--- src/rtl/hol_pkg.sv ---
`default_nettype none
// ----------------------------------------------------------------------------
// hol_pkg
// Shared types, constants and character helpers for the object line loader.
// ----------------------------------------------------------------------------
package hol_pkg;

  // Line geometry.
  localparam int unsigned COL_KEPT    = 30;  // columns held in the line store
  localparam int unsigned COL_LATE    = 28;  // first column of a comment bar
  localparam int unsigned BAR_OFFSET  = 23;  // bar column past the colon
  localparam int unsigned COL_DATA    = 7;   // first data column
  localparam int unsigned MAX_BYTES   = 10;  // data bytes on one line

  localparam logic [2:0] COLON_NONE = 3'd7;
  localparam logic [4:0] BAR_NONE   = 5'd30;
  localparam logic [4:0] BAR_FAR    = 5'd31;

  // Character codes.
  localparam logic [7:0] CH_SPACE = 8'h20;
  localparam logic [7:0] CH_COLON = 8'h3a;
  localparam logic [7:0] CH_BAR   = 8'h7c;
  localparam logic [7:0] CH_ZERO  = 8'h30;
  localparam logic [7:0] CH_X     = 8'h78;

  // Result kinds.
  localparam logic KIND_WRITE  = 1'b0;
  localparam logic KIND_STATUS = 1'b1;

  // Input actions.
  localparam logic ACT_CHAR = 1'b0;
  localparam logic ACT_EOL  = 1'b1;

  // Line status codes.
  localparam logic [2:0] LS_COMMENT = 3'd0;
  localparam logic [2:0] LS_BLANK   = 3'd1;
  localparam logic [2:0] LS_DATA    = 3'd2;
  localparam logic [2:0] LS_ERROR   = 3'd3;
  localparam logic [2:0] LS_IGNORED = 3'd4;

  // Input word.
  typedef struct packed {
    logic       action;
    logic [7:0] char_code;
  } hol_in_t;

  // Result word.
  typedef struct packed {
    logic        kind;
    logic [16:0] write_address;
    logic [7:0]  write_byte;
    logic [2:0]  line_status;
    logic [15:0] line_number;
    logic        last;
  } hol_out_t;

  // Controller states.
  typedef enum logic [1:0] {
    S_IDLE,
    S_EVAL,
    S_WRITE,
    S_STATUS
  } hol_state_t;

  // Commands from the controller to the datapath.
  typedef struct packed {
    logic take_char;
    logic eval;
    logic emit_write;
    logic emit_status;
  } hol_cmd_t;

  // Status from the datapath to the controller.
  typedef struct packed {
    logic out_free;
    logic has_writes;
    logic last_write;
  } hol_sts_t;

  // True for a lowercase hex digit.
  function automatic logic is_hex(input logic [7:0] ch);
    return ((ch >= 8'h30) && (ch <= 8'h39)) || ((ch >= 8'h61) && (ch <= 8'h66));
  endfunction

  // Value of a lowercase hex digit; only meaningful when is_hex holds.
  function automatic logic [3:0] hex_nib(input logic [7:0] ch);
    return ch[6] ? (ch[3:0] + 4'd9) : ch[3:0];
  endfunction

endpackage
`default_nettype wire

--- src/rtl/hex_object_line_loader.sv ---
`default_nettype none
// ----------------------------------------------------------------------------
// hex_object_line_loader
// Checks a fixed-column hex object listing and turns its data lines into
// memory byte writes, one status word per line.
// ----------------------------------------------------------------------------
// Line characters are taken one word per cycle while the loader is idle and
// produce no result. An end-of-line word starts the evaluation step, then the
// write step emits one write per data byte (up to ten), or passes empty when
// the line has no bytes, and then the status word is emitted. Each write and
// the status word wait while the output is stalled. The single output register
// holds each result, and no new word is taken until the status word has been
// loaded into it. Line characters are accepted while an earlier status word
// still waits at the output. After the first format error every later line
// reports ignored until reset.
module hex_object_line_loader (
  input  wire               clk,
  input  wire               rst_n,
  input  wire               in_valid,
  output logic              in_stall,
  input  hol_pkg::hol_in_t  in_data,
  output logic              out_valid,
  input  wire               out_stall,
  output hol_pkg::hol_out_t out_data
);

  hol_pkg::hol_cmd_t cmd;
  hol_pkg::hol_sts_t sts;
  logic              in_eol;

  assign in_eol = in_data.action == hol_pkg::ACT_EOL;

  // Sequencer.
  hol_ctrl u_ctrl (
    .clk      (clk),
    .rst_n    (rst_n),
    .in_valid (in_valid),
    .in_eol   (in_eol),
    .in_stall (in_stall),
    .sts      (sts),
    .cmd      (cmd)
  );

  // Datapath.
  hol_dp u_dp (
    .clk       (clk),
    .rst_n     (rst_n),
    .in_data   (in_data),
    .cmd       (cmd),
    .sts       (sts),
    .out_stall (out_stall),
    .out_valid (out_valid),
    .out_data  (out_data)
  );

endmodule
`default_nettype wire

--- src/rtl/hol_ctrl.sv ---
`default_nettype none
// ----------------------------------------------------------------------------
// hol_ctrl
// Sequencer: takes characters, runs the end-of-line evaluation and steps the
// datapath through the byte writes and the status word.
// ----------------------------------------------------------------------------
module hol_ctrl (
  input  wire               clk,
  input  wire               rst_n,
  input  wire               in_valid,
  input  wire               in_eol,
  output logic              in_stall,
  input  hol_pkg::hol_sts_t sts,
  output hol_pkg::hol_cmd_t cmd
);

  hol_pkg::hol_state_t state_r;
  hol_pkg::hol_state_t state_nxt;

  // State register.
  always_ff @(posedge clk) begin
    if (!rst_n) begin
      state_r <= hol_pkg::S_IDLE;
    end else begin
      state_r <= state_nxt;
    end
  end

  // Next state.
  always_comb begin
    state_nxt = state_r;
    unique case (state_r)
      hol_pkg::S_IDLE: begin
        if (in_valid && in_eol) state_nxt = hol_pkg::S_EVAL;
      end
      hol_pkg::S_EVAL: begin
        state_nxt = hol_pkg::S_WRITE;
      end
      hol_pkg::S_WRITE: begin
        if (!sts.has_writes) begin
          state_nxt = hol_pkg::S_STATUS;
        end else if (sts.out_free && sts.last_write) begin
          state_nxt = hol_pkg::S_STATUS;
        end
      end
      hol_pkg::S_STATUS: begin
        if (sts.out_free) state_nxt = hol_pkg::S_IDLE;
      end
      default: state_nxt = hol_pkg::S_IDLE;
    endcase
  end

  // Outputs.
  always_comb begin
    cmd      = '0;
    in_stall = 1'b1;
    unique case (state_r)
      hol_pkg::S_IDLE: begin
        in_stall      = 1'b0;
        cmd.take_char = in_valid && !in_eol;
      end
      hol_pkg::S_EVAL: begin
        cmd.eval = 1'b1;
      end
      hol_pkg::S_WRITE: begin
        cmd.emit_write = sts.has_writes && sts.out_free;
      end
      hol_pkg::S_STATUS: begin
        cmd.emit_status = sts.out_free;
      end
      default: begin
        in_stall = 1'b1;
      end
    endcase
  end

endmodule
`default_nettype wire

--- src/rtl/hol_dp.sv ---
`default_nettype none
// ----------------------------------------------------------------------------
// hol_dp
// Datapath: line store and column trackers, end-of-line classification,
// byte queue for the writes and the output register.
// ----------------------------------------------------------------------------
module hol_dp (
  input  wire               clk,
  input  wire               rst_n,
  input  hol_pkg::hol_in_t  in_data,
  input  hol_pkg::hol_cmd_t cmd,
  output hol_pkg::hol_sts_t sts,
  input  wire               out_stall,
  output logic              out_valid,
  output hol_pkg::hol_out_t out_data
);

  localparam int unsigned NCOL = hol_pkg::COL_KEPT;
  localparam int unsigned NB   = hol_pkg::MAX_BYTES;
  localparam int unsigned NRUN = 2 * NB;

  // Line state.
  logic [7:0]  chars_r [NCOL];
  logic [7:0]  column_r;
  logic [2:0]  colon_r;
  logic [4:0]  fbar_r;
  logic [4:0]  lbar_r;
  logic        spc_r;

  // State kept across lines.
  logic [16:0] next_addr_r;
  logic        err_r;
  logic [15:0] lines_r;

  // Emit state.
  logic [16:0] wr_addr_r;
  logic [7:0]  bytes_r [NB];
  logic [3:0]  left_r;
  logic [2:0]  status_r;

  // Output register.
  logic              out_valid_r;
  hol_pkg::hol_out_t out_data_r;

  // Classification signals.
  logic [NCOL-1:0] vld;
  logic [NCOL-1:0] hx;
  logic [NCOL-1:0] sp;
  logic [NRUN:0]   pre;
  logic            run;
  logic [15:0]     addr16;
  logic            addr_form;
  logic            addr_ok;
  logic [4:0]      bar_exp;
  logic [3:0]      cnt;
  logic            blank;
  logic            comment;
  logic [2:0]      eval_status;
  logic [7:0]      dec_byte [NB];
  logic [7:0]      ch;
  logic [7:0]      p;

  assign ch = in_data.char_code;
  assign p  = column_r;

  // Per-column flags: a column past the line end is neither hex nor space.
  always_comb begin
    for (int i = 0; i < NCOL; i++) begin
      vld[i] = column_r > 8'(i);
      hx[i]  = vld[i] && hol_pkg::is_hex(chars_r[i]);
      sp[i]  = vld[i] && (chars_r[i] == hol_pkg::CH_SPACE);
    end
  end

  // Address field, colon at column 5 or 6.
  always_comb begin
    addr16 = (colon_r == 3'd6) ?
             {hol_pkg::hex_nib(chars_r[2]), hol_pkg::hex_nib(chars_r[3]),
              hol_pkg::hex_nib(chars_r[4]), hol_pkg::hex_nib(chars_r[5])} :
             {4'h0, hol_pkg::hex_nib(chars_r[2]), hol_pkg::hex_nib(chars_r[3]),
              hol_pkg::hex_nib(chars_r[4])};
    addr_form = ((colon_r == 3'd5) || (colon_r == 3'd6)) &&
                vld[0] && (chars_r[0] == hol_pkg::CH_ZERO) &&
                vld[1] && (chars_r[1] == hol_pkg::CH_X) &&
                hx[2] && hx[3] && hx[4] && ((colon_r != 3'd6) || hx[5]);
    bar_exp = {2'b00, colon_r} + 5'(hol_pkg::BAR_OFFSET);
    addr_ok = addr_form && ({1'b0, addr16} >= next_addr_r) && (lbar_r == bar_exp);
  end

  // Data byte count: the longest even hex run from column 7 ended by a space.
  always_comb begin
    run    = 1'b1;
    pre[0] = 1'b1;
    for (int j = 0; j < NRUN; j++) begin
      run      = run & hx[hol_pkg::COL_DATA + j];
      pre[j+1] = run;
    end
    cnt = '0;
    for (int n = 1; n <= NB; n++) begin
      if (pre[2*n] && sp[hol_pkg::COL_DATA + 2*n]) cnt = 4'(n);
    end
    if (sp[hol_pkg::COL_DATA]) cnt = '0;
  end

  // Blank line: all spaces from past the colon up to the first bar.
  always_comb begin
    blank = 1'b1;
    for (int j = 0; j < NCOL; j++) begin
      if ((5'(j) > {2'b00, colon_r}) && (5'(j) < fbar_r) && !sp[j]) blank = 1'b0;
    end
  end

  // Decoded data bytes at their fixed column pairs.
  always_comb begin
    for (int k = 0; k < NB; k++) begin
      dec_byte[k] = {hol_pkg::hex_nib(chars_r[hol_pkg::COL_DATA + 2*k]),
                     hol_pkg::hex_nib(chars_r[hol_pkg::COL_DATA + 2*k + 1])};
    end
  end

  // Line status.
  always_comb begin
    comment = (lbar_r != hol_pkg::BAR_NONE) && spc_r;
    if (err_r) begin
      eval_status = hol_pkg::LS_IGNORED;
    end else if (comment) begin
      eval_status = hol_pkg::LS_COMMENT;
    end else if (addr_ok && blank) begin
      eval_status = hol_pkg::LS_BLANK;
    end else if (addr_ok && (cnt != 4'd0)) begin
      eval_status = hol_pkg::LS_DATA;
    end else begin
      eval_status = hol_pkg::LS_ERROR;
    end
  end

  // Line store; only the first columns are kept.
  always_ff @(posedge clk) begin
    if (cmd.take_char && (column_r < 8'(NCOL))) begin
      chars_r[column_r[4:0]] <= ch;
    end
  end

  // Column trackers; cleared once the line has been evaluated.
  always_ff @(posedge clk) begin
    if (!rst_n || cmd.eval) begin
      column_r <= '0;
      colon_r  <= hol_pkg::COLON_NONE;
      fbar_r   <= hol_pkg::BAR_NONE;
      lbar_r   <= hol_pkg::BAR_NONE;
      spc_r    <= 1'b1;
    end else if (cmd.take_char) begin
      if ((ch == hol_pkg::CH_COLON) && (colon_r == hol_pkg::COLON_NONE) &&
          (p < 8'd7)) begin
        colon_r <= p[2:0];
      end
      if ((ch == hol_pkg::CH_BAR) && (fbar_r == hol_pkg::BAR_NONE) &&
          (p < 8'(NCOL))) begin
        fbar_r <= p[4:0];
      end
      if (lbar_r == hol_pkg::BAR_NONE) begin
        if ((ch == hol_pkg::CH_BAR) && (p >= 8'(hol_pkg::COL_LATE))) begin
          lbar_r <= (p < 8'(NCOL)) ? p[4:0] : hol_pkg::BAR_FAR;
        end else if (ch != hol_pkg::CH_SPACE) begin
          spc_r <= 1'b0;
        end
      end
      if (column_r != 8'hff) column_r <= column_r + 8'd1;
    end
  end

  // Cross-line state: expected address, error flag, line count.
  always_ff @(posedge clk) begin
    if (!rst_n) begin
      next_addr_r <= '0;
      err_r       <= 1'b0;
      lines_r     <= '0;
    end else if (cmd.eval) begin
      if (lines_r != 16'hffff) lines_r <= lines_r + 16'd1;
      if ((eval_status == hol_pkg::LS_BLANK) || (eval_status == hol_pkg::LS_DATA)) begin
        next_addr_r <= {1'b0, addr16} + 17'(cnt);
      end
      if (eval_status == hol_pkg::LS_ERROR) err_r <= 1'b1;
    end
  end

  // Emit queue: loaded at evaluation, shifted one byte per write.
  always_ff @(posedge clk) begin
    if (!rst_n) begin
      left_r <= '0;
    end else if (cmd.eval) begin
      left_r <= (eval_status == hol_pkg::LS_DATA) ? cnt : 4'd0;
    end else if (cmd.emit_write) begin
      left_r <= left_r - 4'd1;
    end
  end

  always_ff @(posedge clk) begin
    if (cmd.eval) begin
      status_r  <= eval_status;
      wr_addr_r <= {1'b0, addr16};
      for (int k = 0; k < NB; k++) bytes_r[k] <= dec_byte[k];
    end else if (cmd.emit_write) begin
      wr_addr_r <= wr_addr_r + 17'd1;
      for (int k = 0; k < NB - 1; k++) bytes_r[k] <= bytes_r[k+1];
    end
  end

  // Output register.
  always_ff @(posedge clk) begin
    if (!rst_n) begin
      out_valid_r <= 1'b0;
    end else if (cmd.emit_write || cmd.emit_status) begin
      out_valid_r <= 1'b1;
    end else if (!out_stall) begin
      out_valid_r <= 1'b0;
    end
  end

  always_ff @(posedge clk) begin
    if (cmd.emit_write) begin
      out_data_r.kind          <= hol_pkg::KIND_WRITE;
      out_data_r.write_address <= wr_addr_r;
      out_data_r.write_byte    <= bytes_r[0];
      out_data_r.line_status   <= hol_pkg::LS_DATA;
      out_data_r.line_number   <= lines_r;
      out_data_r.last          <= 1'b0;
    end else if (cmd.emit_status) begin
      out_data_r.kind          <= hol_pkg::KIND_STATUS;
      out_data_r.write_address <= '0;
      out_data_r.write_byte    <= '0;
      out_data_r.line_status   <= status_r;
      out_data_r.line_number   <= lines_r;
      out_data_r.last          <= 1'b1;
    end
  end

  assign out_valid = out_valid_r;
  assign out_data  = out_data_r;

  // Status toward the controller.
  assign sts.out_free   = !out_valid_r || !out_stall;
  assign sts.has_writes = left_r != 4'd0;
  assign sts.last_write = left_r == 4'd1;

endmodule
`default_nettype wire
--- config.mk ---
export PLATFORM = sky130hd
export DESIGN_NAME = hex_object_line_loader
export DESIGN_NICKNAME = d
export VERILOG_FILES = /design/src/rtl/hol_pkg.sv /design/src/rtl/hex_object_line_loader.sv /design/src/rtl/hol_ctrl.sv /design/src/rtl/hol_dp.sv
export SDC_FILE = /design/constraint.sdc
export NUM_CORES = 1
export LEC_CHECK = 0
export BUFFER_PORTS_ARGS = -buffer_cell sky130_fd_sc_hd__buf_2
export CORE_ASPECT_RATIO = 1.25
export CORE_UTILIZATION = 45
export DETAILED_ROUTE_END_ITERATION = 8
export PLACE_DENSITY_LB_ADDON = 0.1
export REMOVE_ABC_BUFFERS = 1
export SLEW_MARGIN = 20
export SYNTH_ARGS = -nofsm -noshare
export SYNTH_HDL_FRONTEND = slang
export SYNTH_SLANG_ARGS = --single-unit
--- constraint.sdc ---
create_clock -name clk -period 6 [get_ports clk]
set_input_delay 0 -clock clk [delete_from_list [all_inputs] [get_ports clk]]
set_output_delay 0 -clock clk [all_outputs]
set_load 0.02 [all_outputs]
# Word level (Yosys, flattened, before mapping)
# Memories as Yosys holds them, arrays and structs flattened.
# Cells that the tools add are included.
# op_classes
n_reduce_logical	254
mul	0
n_div	0
n_eq_ne	55
n_lt_le_gt_ge	173
n_mux	105
addsub	30
shift	0
bitwise	29
# op_table
op	n
$eq 8x6->1 const B	31
$ge 8x6->1 const B	24
$ge 8x7->1 const B	24
$le 8x6->1 const B	24
$le 8x7->1 const B	24
$logic_and 1x1->1	177
$mux 4	31
$gt 8x5->1 const B	14
$add 4x4->4 const B	24
$mux 45	2
$mux 8	9
$lt 5x5->1 const A	14
$gt 8x4->1 const B	8
$mux 16	3
$mux 1	45
$lt 4x5->1 const A	8
$gt 5x3->1 const A	7
$logic_not 1->1	33
$gt 8x3->1 const B	4
$logic_or 1x1->1	30
$mux 3	7
$lt 3x5->1 const A	4
$and 1x1->1	19
$add 16x4->17	1
other kinds (42)	79
# totals
latchBits	0
ff_bits	128
wordCells	667
n_memories	2
in_bits	13
out_inout_bits	48
mem_bits_ro	0
ram_bits	320
# mem_list
memory	depth	width	rd	rd_clocked_by_memory_dff	write_ports	line	source
u_dp.chars_r	30	8	30	0	1	hol_dp.sv:23	logic [7:0] chars_r [NCOL];
u_dp.bytes_r	10	8	10	0	10	hol_dp.sv:37	logic [7:0] bytes_r [NB];

# Logic depth before layout (Yosys ltp)
# An unclocked memory read counts as a cell.
# depth
word_depth	41
mapped_depth	22

# Cells and area by module
# A second synthesis with hierarchy kept.
# unflattened
cells_unflattened	1970
hier_area_um2	22565.4
# modules_own_cells
module	area_each_um2	seq_area_each_um2	cells_each	instances
hol_dp	22370.2	12732.2	1947	1
hol_ctrl	195.2	40.0	23	1

# Worst setup path after synthesis
# Ideal clock, no wire load.
# synth_timing
path_type	register to register
start	register u_dp.column_r[1]
end	register u_dp.next_addr_r[15]
stages_incl_launch_ff	23
t_required_ns	5.928
arrival_ns	3.888
synth_period_minus_slack_ns	3.960
setup_slack_ns	2.040
path_buffers	2
path_cell_list	dfxtp_1 > clkbuf_1 > inv_1 > ha_1 > clkbuf_1 > nand2b_1 > a21oi_1 > nor2_1 > or4b_1 > or2_2 > or2_2 > a21boi_0 > inv_1 > ha_1 > a21o_1 > a21oi_1 > nor2b_1 > nor2_1 > nor4b_1 > nand3_1 > xnor2_1 > nand2_1 > mux2i_1
# synth_via
elab_chain_len	40
# synth_rtl
item	line	source
start, declared	hol_dp.sv:24	logic [7:0] column_r;
start signal, assigned	hol_dp.sv:168	if (column_r != 8'hff) column_r <= column_r + 8'd1;
$gt 8x1->1	hol_dp.sv:69	vld[i] = column_r > 8'(i);
$logic_and 1x1->1	hol_dp.sv:71	sp[i] = vld[i] && (chars_r[i] == hol_pkg::CH_SPACE);
$logic_not 1->1	hol_dp.sv:109	if ((5'(j) > {2'b00, colon_r}) && (5'(j) < fbar_r) && !sp[j]) blank = 1'b0;
$logic_and 1x1->1	hol_dp.sv:109	
$mux 1 (29 in series)	hol_dp.sv:109	
$logic_and 1x1->1	hol_dp.sv:128	end else if (addr_ok && blank) begin
$mux 3	hol_dp.sv:128	
$mux 3	hol_dp.sv:126	end else if (comment) begin
$mux 3	hol_dp.sv:124	if (err_r) begin
$eq 3x1->1 or $eq 3x2->1 (tied branches)	hol_dp.sv:180	if ((eval_status == hol_pkg::LS_BLANK) || (eval_status == hol_pkg::LS_DATA)) begin
$logic_or 1x1->1	hol_dp.sv:180	
$reduce_and 2->1 (no line)	n/a	
end signal, assigned	hol_dp.sv:181	next_addr_r <= {1'b0, addr16} + 17'(cnt);
end, declared	hol_dp.sv:31	logic [16:0] next_addr_r;
# Several ways; a longest one is shown, not always the timed one.
# A chain may end at the register's enable or synchronous reset.

# Final worst setup path
# layout_timing
start	register u_dp.column_r[0]
end	register u_dp.next_addr_r[14]
# The elaborated chain is that of the path after synthesis.

==> impl_metrics.tcl <==
set metrics [dict create \
    outcome "finished clean" \
    grt_usage_pct 22.59 \
    synth_top_cell_by_area "edfxtp_1" \
    clockRootBuffer "clkbuf_16" \
    firstDrtPassIters 5 \
    path_clk_slew_ps 70 \
    final_nets 2236 \
    cts_tree "done" \
    dieArea_mm2 0.05195 \
    drive_gt1_share_pct 8.702 \
    syn_area_mm2 0.02297 \
    cts.htree.levels 2 \
    whs_ps 42.47 \
    setup_violations 0 \
    grt_overflow 0 \
    setup.worst_path.class "reg2reg" \
    numCtsBuffers 47 \
    cts_resized 0 \
    grt_pass1_vias 15490 \
    place.port_buffers 60 \
    timing.rr.end "u_dp.next_addr_r[14]" \
    worst_pin_slew_ps 1029 \
    async_flop_share_pct 0 \
    clock_latency_ps 590 \
    slew_violations 0 \
    use_met2_pct 41.52 \
    crit_end "u_dp.next_addr_r[14]" \
    met3_usage_pct 3.067 \
    grt_max_degree 103 \
    required_ps 6510 \
    cts_buffer_depth 3 \
    num-fill-cells 4513 \
    setup_ws_ps 1054 \
    drt-initial-drc-count 971 \
    relSlewSlack_pct 31.41 \
    die_width_um 204.1 \
    synth_edf_count 380 \
    rsz0062_at_grt "no" \
    startpoint_type "register" \
    synth.top_cell.area_share_pct 49.68 \
    arrival_ps 5460 \
    min_path_type "in2reg" \
    r2r_start "u_dp.column_r[0]" \
    mostFrequentLayoutCell "edfxtp_1" \
    antenna_found_initial 0 \
    grt_pass1_wl_um 89020 \
    power.leakage_nw 9.144 \
    pin_count 61 \
    syn2layout_area_growth_pct 10.80 \
    p_per_area_mw_per_mm2 314.3 \
    num_vias 15600 \
    endpoint_kind "register" \
    grt_busiest_layer "met2" \
    ys_seq_elements 448 \
    grt_use_met1_pct 26.24 \
    synthCells 2046 \
    wire_per_inst_um 20.88 \
    fin_skew_ps 20.73 \
    yosysWarnings 0 \
    synthFlopType "edfxtp_1" \
    vdd_drop_max_uv 206.8 \
    finalSetupTns_ps 0 \
    gp_congestion 0.9530 \
    hold_viol 0 \
    dp_slack_ps 1180 \
    fin_crit_ps 4946 \
    crit_start "u_dp.column_r[0]" \
    die_y_um 254.6 \
    drc 0 \
    yosysSeqAreaShare_pct 55.61 \
    hpwl_um 40310 \
    cap_violations 0 \
    ctsHoldBuffers 2 \
    cts_sinks 448 \
    cts_setup_buffers 0 \
    r2r_slack_ps 1050 \
    rows 92 \
    synthTopCellsByArea "edfxtp_1 (50%), ha_1 (7.2%), dfxtp_1 (5.9%), nand2_1 (4.0%), o21ai_0 (3.0%)" \
    max_clock_freq_mhz 202.2 \
    postRouteAntennaNets 0 \
    fp.coreArea_mm2 0.05042 \
    syn_avg_cell_area_um2 11.23 \
    ff2ff_path_depth 18 \
    worst-path-max-fanout 10 \
    final_cell_mix "edfxtp_1 (380), nand2_1 (245), o21ai_0 (138), ha_1 (131), nor2_1 (122)" \
    viasPerCell 5.600 \
    post-route-period-util_pct 82.44 \
    initial_core_util_pct 45.56 \
    netlist-cell-type-count 95 \
    wirelength_um 58160 \
]
## through the flow
step	power, W	std cells	instance area, um2	utilization (%)
floorplan	0.004756	1957	22600	-
global placement	0.005156	2697	23900	47.40
detailed placement	0.005178	2697	23900	47.41
CTS	0.008096	2784	25440	50.45
global route	0.008322	2784	25450	50.47
finish	0.007998	2785	25450	50.48
## routing by layer
| layer | up-vias | routed length [um] |
|---|---|---|
| met5 | - | 0 |
| met4 | 0 | 2207 |
| met3 | 118 | 1979 |
| met2 | 349 | 30290 |
| met1 | 7612 | 23680 |
| li1 | 7517 | - |
## worst max-delay path, cell delays in order (launching register included)
cell     delay (ps)
dfxtp_1         600
inv_1           150
ha_1            360
nor2_1          550
nand3_1         160
a31oi_1         280
nand2_1         100
nor4_1          540
and2_1          240
a31o_1          220
ha_1            200
fa_1            220
a21o_1          160
a21o_1          170
nand2_1          80
nor4_1          430
xor2_1          190
nand2_1          70
mux2i_1         140
## cell usage after synthesis (10+ instances only)
master,count
edfxtp_1,380
nand2_1,245
o21ai_0,138
ha_1,132
nor2_1,122
inv_1,100
clkbuf_1,72
dfxtp_1,68
xor2_1,68
xnor2_1,62
nand3_1,53
mux2i_1,44
nand2b_1,38
and3_1,37
nor2b_1,37
a21oi_1,35
nand4_1,30
nor3_1,30
nor4_1,24
and2_1,22
nand3b_1,19
nor3b_1,19
a31oi_1,15
buf_2,12
or3_1,12
nor4b_1,11
o31ai_1,10
## area by class of cell
type,count,area (um2),share of cell area (%)
clock buffers,55,1259,4.946
multi-input cells,1407,9468,37.20
repair buffers,84,485.5,1.908
inverters,102,382.9,1.504
well taps,658,823.3,3.235
clock inverters,30,256.5,1.008
flip-flops and latches,448,12770,50.19
diodes,1,2.502,0.009833
## cell families after synthesis
group / count (synthesis) / synth area share [%]
multiplexers: 48 / 2.114
XOR/XNOR: 130 / 4.957
buffers and inverters: 191 / 3.274
adder cells (fa/ha/maj): 133 / 7.278
AND/OR/NAND/NOR: 764 / 17.41
AO/OA/AOI/OAI: 332 / 9.359
flip-flops: 448 / 55.61
## worst min-delay path by stage
stage,start,slack [ps],endpoint,cells past startpoint
final,in_data[6],40,u_dp.chars_r[25][6],2
after global placement,u_dp.out_valid,430,out_valid,1
after floorplan,in_data[0],100,u_dp.chars_r[0][0],0
after detailed placement,u_dp.out_valid,430,out_valid,1
after CTS,in_data[6],20,u_dp.chars_r[24][6],2
after global routing,in_data[6],50,u_dp.chars_r[24][6],2
## sequential cells by signal, summed over array words and instances, names as in the netlist, 3 cells and up
name and flops:
u_dp.chars_r 240, u_dp.bytes_r 80, u_dp.out_data 45, u_dp.next_addr_r 17, u_dp.wr_addr_r 17, u_dp.lines_r 16
u_dp.column_r 8, u_dp.fbar_r 5, u_dp.lbar_r 5, u_dp.left_r 4, u_dp.colon_r 3, u_dp.status_r 3
## power by group
part | internal (W) | total (W) | switching (W)
registers | 0.00392 | 0.00410 | 0.000188
clock network | 0.00167 | 0.00290 | 0.00123
logic | 0.000275 | 0.000994 | 0.000719
total | 0.00586 | 0.00800 | 0.00214
No activity file was read; power rests on OpenSTA's default activity.
